**src/rtl/dmwbnc_pkg.sv**
```systemverilog
// ----------------------------------------------------------------------------
// dmwbnc_pkg
// Shared codes, field widths and controller/datapath handshake types for the
// direct-mapped write-back name cache.
// ----------------------------------------------------------------------------
package dmwbnc_pkg;

  // Field widths on the stream ports
  localparam int unsigned OP_W    = 3;
  localparam int unsigned KIND_W  = 3;
  localparam int unsigned KEY_W   = 32;
  localparam int unsigned VAL_W   = 32;
  localparam int unsigned SLOT_W  = 8;
  localparam int unsigned S_TDATA_W = 80;  // key, data, found, slot, zero pad
  localparam int unsigned M_TDATA_W = 64;  // out_key, out_value

  // Operation codes
  localparam logic [OP_W-1:0] OP_LOOKUP = 3'd0;
  localparam logic [OP_W-1:0] OP_STORE  = 3'd1;
  localparam logic [OP_W-1:0] OP_REMOVE = 3'd2;
  localparam logic [OP_W-1:0] OP_FILL   = 3'd3;
  localparam logic [OP_W-1:0] OP_FLUSH  = 3'd4;

  // Result kinds
  localparam logic [KIND_W-1:0] KIND_VALUE     = 3'd0;
  localparam logic [KIND_W-1:0] KIND_FETCH     = 3'd1;
  localparam logic [KIND_W-1:0] KIND_NOTFOUND  = 3'd2;
  localparam logic [KIND_W-1:0] KIND_WRITEBACK = 3'd3;
  localparam logic [KIND_W-1:0] KIND_DELETE    = 3'd4;
  localparam logic [KIND_W-1:0] KIND_DONE      = 3'd5;

  // Controller to datapath
  typedef struct packed {
    logic load;      // capture input beat, start index calculation
    logic clear;     // write one zero entry of the clearing sweep
    logic rd;        // read the addressed slot
    logic decide;    // update slot, register results
    logic sel_main;  // present main result (else write-back)
  } cmd_t;

  // Datapath to controller
  typedef struct packed {
    logic slot_done;
    logic clear_last;
    logic need_wb;
  } status_t;

endpackage

```
**src/rtl/dmwbnc_ctrl.sv**
```systemverilog
// ----------------------------------------------------------------------------
// dmwbnc_ctrl
// Controller: clearing sweep after reset, then accept, index, read, decide
// and up to two output beats per item.
// ----------------------------------------------------------------------------
module dmwbnc_ctrl (
  input  logic                clk_i,
  input  logic                rst_ni,
  input  logic                s_tvalid_i,
  output logic                s_tready_o,
  output logic                m_tvalid_o,
  input  logic                m_tready_i,
  input  dmwbnc_pkg::status_t status_i,
  output dmwbnc_pkg::cmd_t    cmd_o
);

  localparam logic [2:0] ST_CLEAR   = 3'd0;
  localparam logic [2:0] ST_IDLE    = 3'd1;
  localparam logic [2:0] ST_INDEX   = 3'd2;
  localparam logic [2:0] ST_DECIDE  = 3'd3;
  localparam logic [2:0] ST_EMIT_WB = 3'd4;
  localparam logic [2:0] ST_EMIT    = 3'd5;

  logic [2:0] state_q, state_d;

  always_ff @(posedge clk_i or negedge rst_ni) begin
    if (!rst_ni) begin
      state_q <= ST_CLEAR;
    end else begin
      state_q <= state_d;
    end
  end

  always_comb begin
    state_d    = state_q;
    cmd_o      = '0;
    s_tready_o = 1'b0;
    m_tvalid_o = 1'b0;
    case (state_q)
      ST_CLEAR: begin
        cmd_o.clear = 1'b1;
        if (status_i.clear_last) begin
          state_d = ST_IDLE;
        end
      end
      ST_IDLE: begin
        s_tready_o = 1'b1;
        if (s_tvalid_i) begin
          cmd_o.load = 1'b1;
          state_d    = ST_INDEX;
        end
      end
      ST_INDEX: begin
        if (status_i.slot_done) begin
          cmd_o.rd = 1'b1;
          state_d  = ST_DECIDE;
        end
      end
      ST_DECIDE: begin
        cmd_o.decide = 1'b1;
        state_d      = status_i.need_wb ? ST_EMIT_WB : ST_EMIT;
      end
      ST_EMIT_WB: begin
        m_tvalid_o = 1'b1;
        if (m_tready_i) begin
          state_d = ST_EMIT;
        end
      end
      ST_EMIT: begin
        m_tvalid_o     = 1'b1;
        cmd_o.sel_main = 1'b1;
        if (m_tready_i) begin
          state_d = ST_IDLE;
        end
      end
      default: begin
        state_d = ST_IDLE;
      end
    endcase
  end

endmodule

```
**config.mk**
```make
export PLATFORM = sky130hd
export DESIGN_NAME = dmwbnc_ctrl
export DESIGN_NICKNAME = d
export VERILOG_FILES = /design/src/rtl/dmwbnc_pkg.sv /design/src/rtl/dmwbnc_ctrl.sv
export SDC_FILE = /design/constraint.sdc
export NUM_CORES = 1
export LEC_CHECK = 0
export CORE_AREA = 4 4 41 43
export DETAILED_ROUTE_END_ITERATION = 6
export DIE_AREA = 0 0 45 47
export DONT_BUFFER_PORTS = 1
export GPL_TIMING_DRIVEN = 0
export PLACE_DENSITY = 0.36
export SYNTH_ARGS = -nofsm -noshare
export SYNTH_HDL_FRONTEND = slang
export SYNTH_SLANG_ARGS = --single-unit
```
**constraint.sdc**
```tcl
create_clock -name clk_i -period 1.5 [get_ports clk_i]
set_clock_uncertainty 0.1 [all_clocks]
set_input_delay 0 -clock clk_i [delete_from_list [all_inputs] [get_ports clk_i]]
set_output_delay 0 -clock clk_i [all_outputs]
set_load 0.005 [all_outputs]
```
==> results.yml <==
clock_network:
  clock_latency_ns: 0.23
  cts_sinks: 3
  clk_pin_slew_ns: 0.04
  cts_tree: "built"
  cts_buffers: 3
  max-clock-path-buffers: 2
  htreeDepth: 1
  root_buffer: "clkbuf_4"
logic_synthesis:
  ys_seq_area_share_pct: 35.5
  synth_cell_types: 16
  synthFlopType: "dfrtp_1"
  yosysTopAreaCell: "dfrtp_1"
  avgSynthCellArea_um2: 8.46
  synth_common_cells: "nor2_1 (4), dfrtp_1 (3), nand2b_1 (3)"
  yosysMostFrequentCell: "nor2_1"
  synthAdderAreaFrac_pct: 0
  synthArstFlopShare_pct: 100
  synth_area_leaders: "dfrtp_1 (36%), nand2b_1 (8.9%), a221oi_2 (7.1%)"
  synth_top_area_share_pct: 35.5
  synthesis.area_um2: 211
  synth.ff_latch_count: 3
  netlist_instances: 25
  synth-edff-count: 0
  synth-xor-area-share_pct: 0
  synth_top_family_by_area: "simple AND/OR/NAND/NOR gates"
  yosys_warnings: 0
  synth_compound_area_share_pct: 15.4
  synth_nets: 32
  synth-simple-area-share_pct: 37.3
  synthMuxAreaShare_pct: 4.73
global_routing:
  antenna_found_initial: 0
  grt_pass1_vias: 234
  grt_max_degree: 10
  grt_usage_pct: 6.96
  overflow: 0
  grt_pass1_wl_um: 1010
final_layout:
  reg_top3: "state_q (3)"
  drive_above_1_share_pct: 22.2
  post-route-util_pct: 25.1
  fillers: 150
  regMostFlops: "state_q"
  fin_nets: 44
  syn_to_final_growth_pct: 54.4
  largest_reg_flops: 3
  num_antenna_cells: 0
  fin_area_um2: 327
worst_setup_path:
  cp-start-kind: "flip-flop"
  reg2reg_slack_ns: 0.40
  regToRegEndpoint: "state_q[0]$_DFFE_PN0P_"
  crit_family: "simple AND/OR/NAND/NOR gates"
  critPathArrivalTime_ns: 1.10
  cp-end-kind: "output pin"
  path_depth: 3
  r2r-start: "state_q[1]$_DFFE_PN0P_"
  criticalPathCategory: "reg2out"
  critical_path.cell_chain: "buf_6, nor2b_2, and2_1"
  cp_slowest_cell: "dfrtp_1"
  crit_buf_inv: 1
  worstPathRequired_ns: 1.40
  rr_worst_depth: 4
  critPathMaxStageDelay_ns: 0.36
  crit_fanout: 9
min_path:
  hold_depth: 1
  min_from: "status_i[2]"
  hold_class: "in2out"
  holdPathEnd: "cmd_o[2]"
timing:
  holdWs_ns: 0.0571
  tightest_slew_ns: 0.226
  setup_viol: 0
  rsz0062_at_grt: "false"
  slew_headroom_pct: 84.8
  slew_viol_final: 0
  fmax_mhz: 831
  post-route-min-period_ns: 1.20
  finalHoldViolations: 0
  finalSetupTns_ns: 0
  period_share_pct: 80.2
pwr:
  swShare_pct: 40.8
  pwr_density_cell_nw_per_um2: 1830
  internal-power_uw: 353
  leakage_nw: 0.146
  fin_total_pwr_uw: 597
  p_seq_share_pct: 27.0
  p_sw_uw: 244
  clockPowerShare_pct: 22.9
  p_comb_share_pct: 50.1
  vdd_ir_drop_max_mv: 0.377
route:
  ant_nets: 0
  drcViolationCount: 0
  route.vias.total: 214
  wire_per_inst_um: 11.0
  firstDrtPassIters: 2
  drtIter0Drc: 1
  vias_per_cell: 4.20
  wirelength_um: 563
floorplanning:
  die_y_um: 47
  core_um2: 1300
  num_io_pins: 14
  initial_core_util_pct: 16.3
  die_w_um: 45
  rows: 13
  dieArea_um2: 2120
outcome:
  status: "complete, no violations"
place:
  dpl_cell_area_um2: 230
  place_hpwl_um: 421
  routabilityCongestion: 0.678
  numPortBuffers: 0
job:
  drv_cap: 0
[logic make-up after synthesis]
kind of cell,count (synthesis)
mux,1
flops,3
compound gates,4
buf+inv,2
simple gates,15
[routing by layer]
layer | vias to the layer above | global-route usage [%] | part of all wire [%]
li1 | 107 | - | -
met1 | 102 | 7.08 | 36
met2 | 5 | 11.9 | 61
met3 | 0 | 2.30 | 3.0
met4 | 0 | 5.26 | 0
met5 | - | 0 | 0
[cell type report]
type	instances	area, µm²	share of cell area, %
plain buffers	1	11.3	3.45
clock buffers	4	26.3	8.05
inverters	1	3.75	1.15
multi-input cells	20	121	37.2
flip-flops and latches	3	75.1	23.0
well taps	15	18.8	5.75
repair buffers	7	70.1	21.5
[worst reg2reg max path, cell delays in order (launching register included)]
cell      delay (ns)
dfrtp_1         0.36
buf_6           0.14
nand2b_1        0.16
a21oi_1         0.17
a221oi_2        0.05
[layout by cell type, fill, tap and decap left out, types with 2 or more instances in the layout]
master,instances
nand2_1,2
dlygate4sd3_1,7
dfrtp_1,3
nand2b_1,3
a21oi_1,2
clkbuf_4,3
nor2_1,4
[worst max-delay path by stage]
stage,startpoint,to,slack [ns]
after floorplan,state_q[1]$_DFFE_PN0P_,state_q[0]$_DFFE_PN0P_,0.46
after global placement,state_q[1]$_DFFE_PN0P_,state_q[0]$_DFFE_PN0P_,0.40
after detailed placement,state_q[1]$_DFFE_PN0P_,state_q[0]$_DFFE_PN0P_,0.41
after CTS,state_q[1]$_DFFE_PN0P_,cmd_o[0],0.27
after global routing,state_q[1]$_DFFE_PN0P_,cmd_o[0],0.24
final,state_q[1]$_DFFE_PN0P_,cmd_o[0],0.30
[repair_timing]
| action | 4_1_cts | 5_1_grt |
|---|---|---|
| hold endpoints to repair | 6 | 0 |
| gates resized for setup | 0 | 0 |
| setup buffers | 0 | 0 |
| hold buffers | 7 | 0 |
[through the flow]
stage / worst slack [ns] / cells
after floorplan: 0.462 / 25
after global placement: 0.400 / 40
after detailed placement: 0.412 / 40
after CTS: 0.273 / 51
after global routing: 0.238 / 51
final: 0.297 / 51
[power by group through the flow]
stage                     logic, mW  registers, mW  clock network, mW
final                         0.299          0.161              0.136
after global routing          0.344          0.171              0.144
after CTS                     0.305          0.163              0.142
after detailed placement      0.287          0.164                  0
after global placement        0.287          0.162                  0
after floorplan               0.244          0.150                  0
No activity file was read; power rests on OpenSTA's default activity.
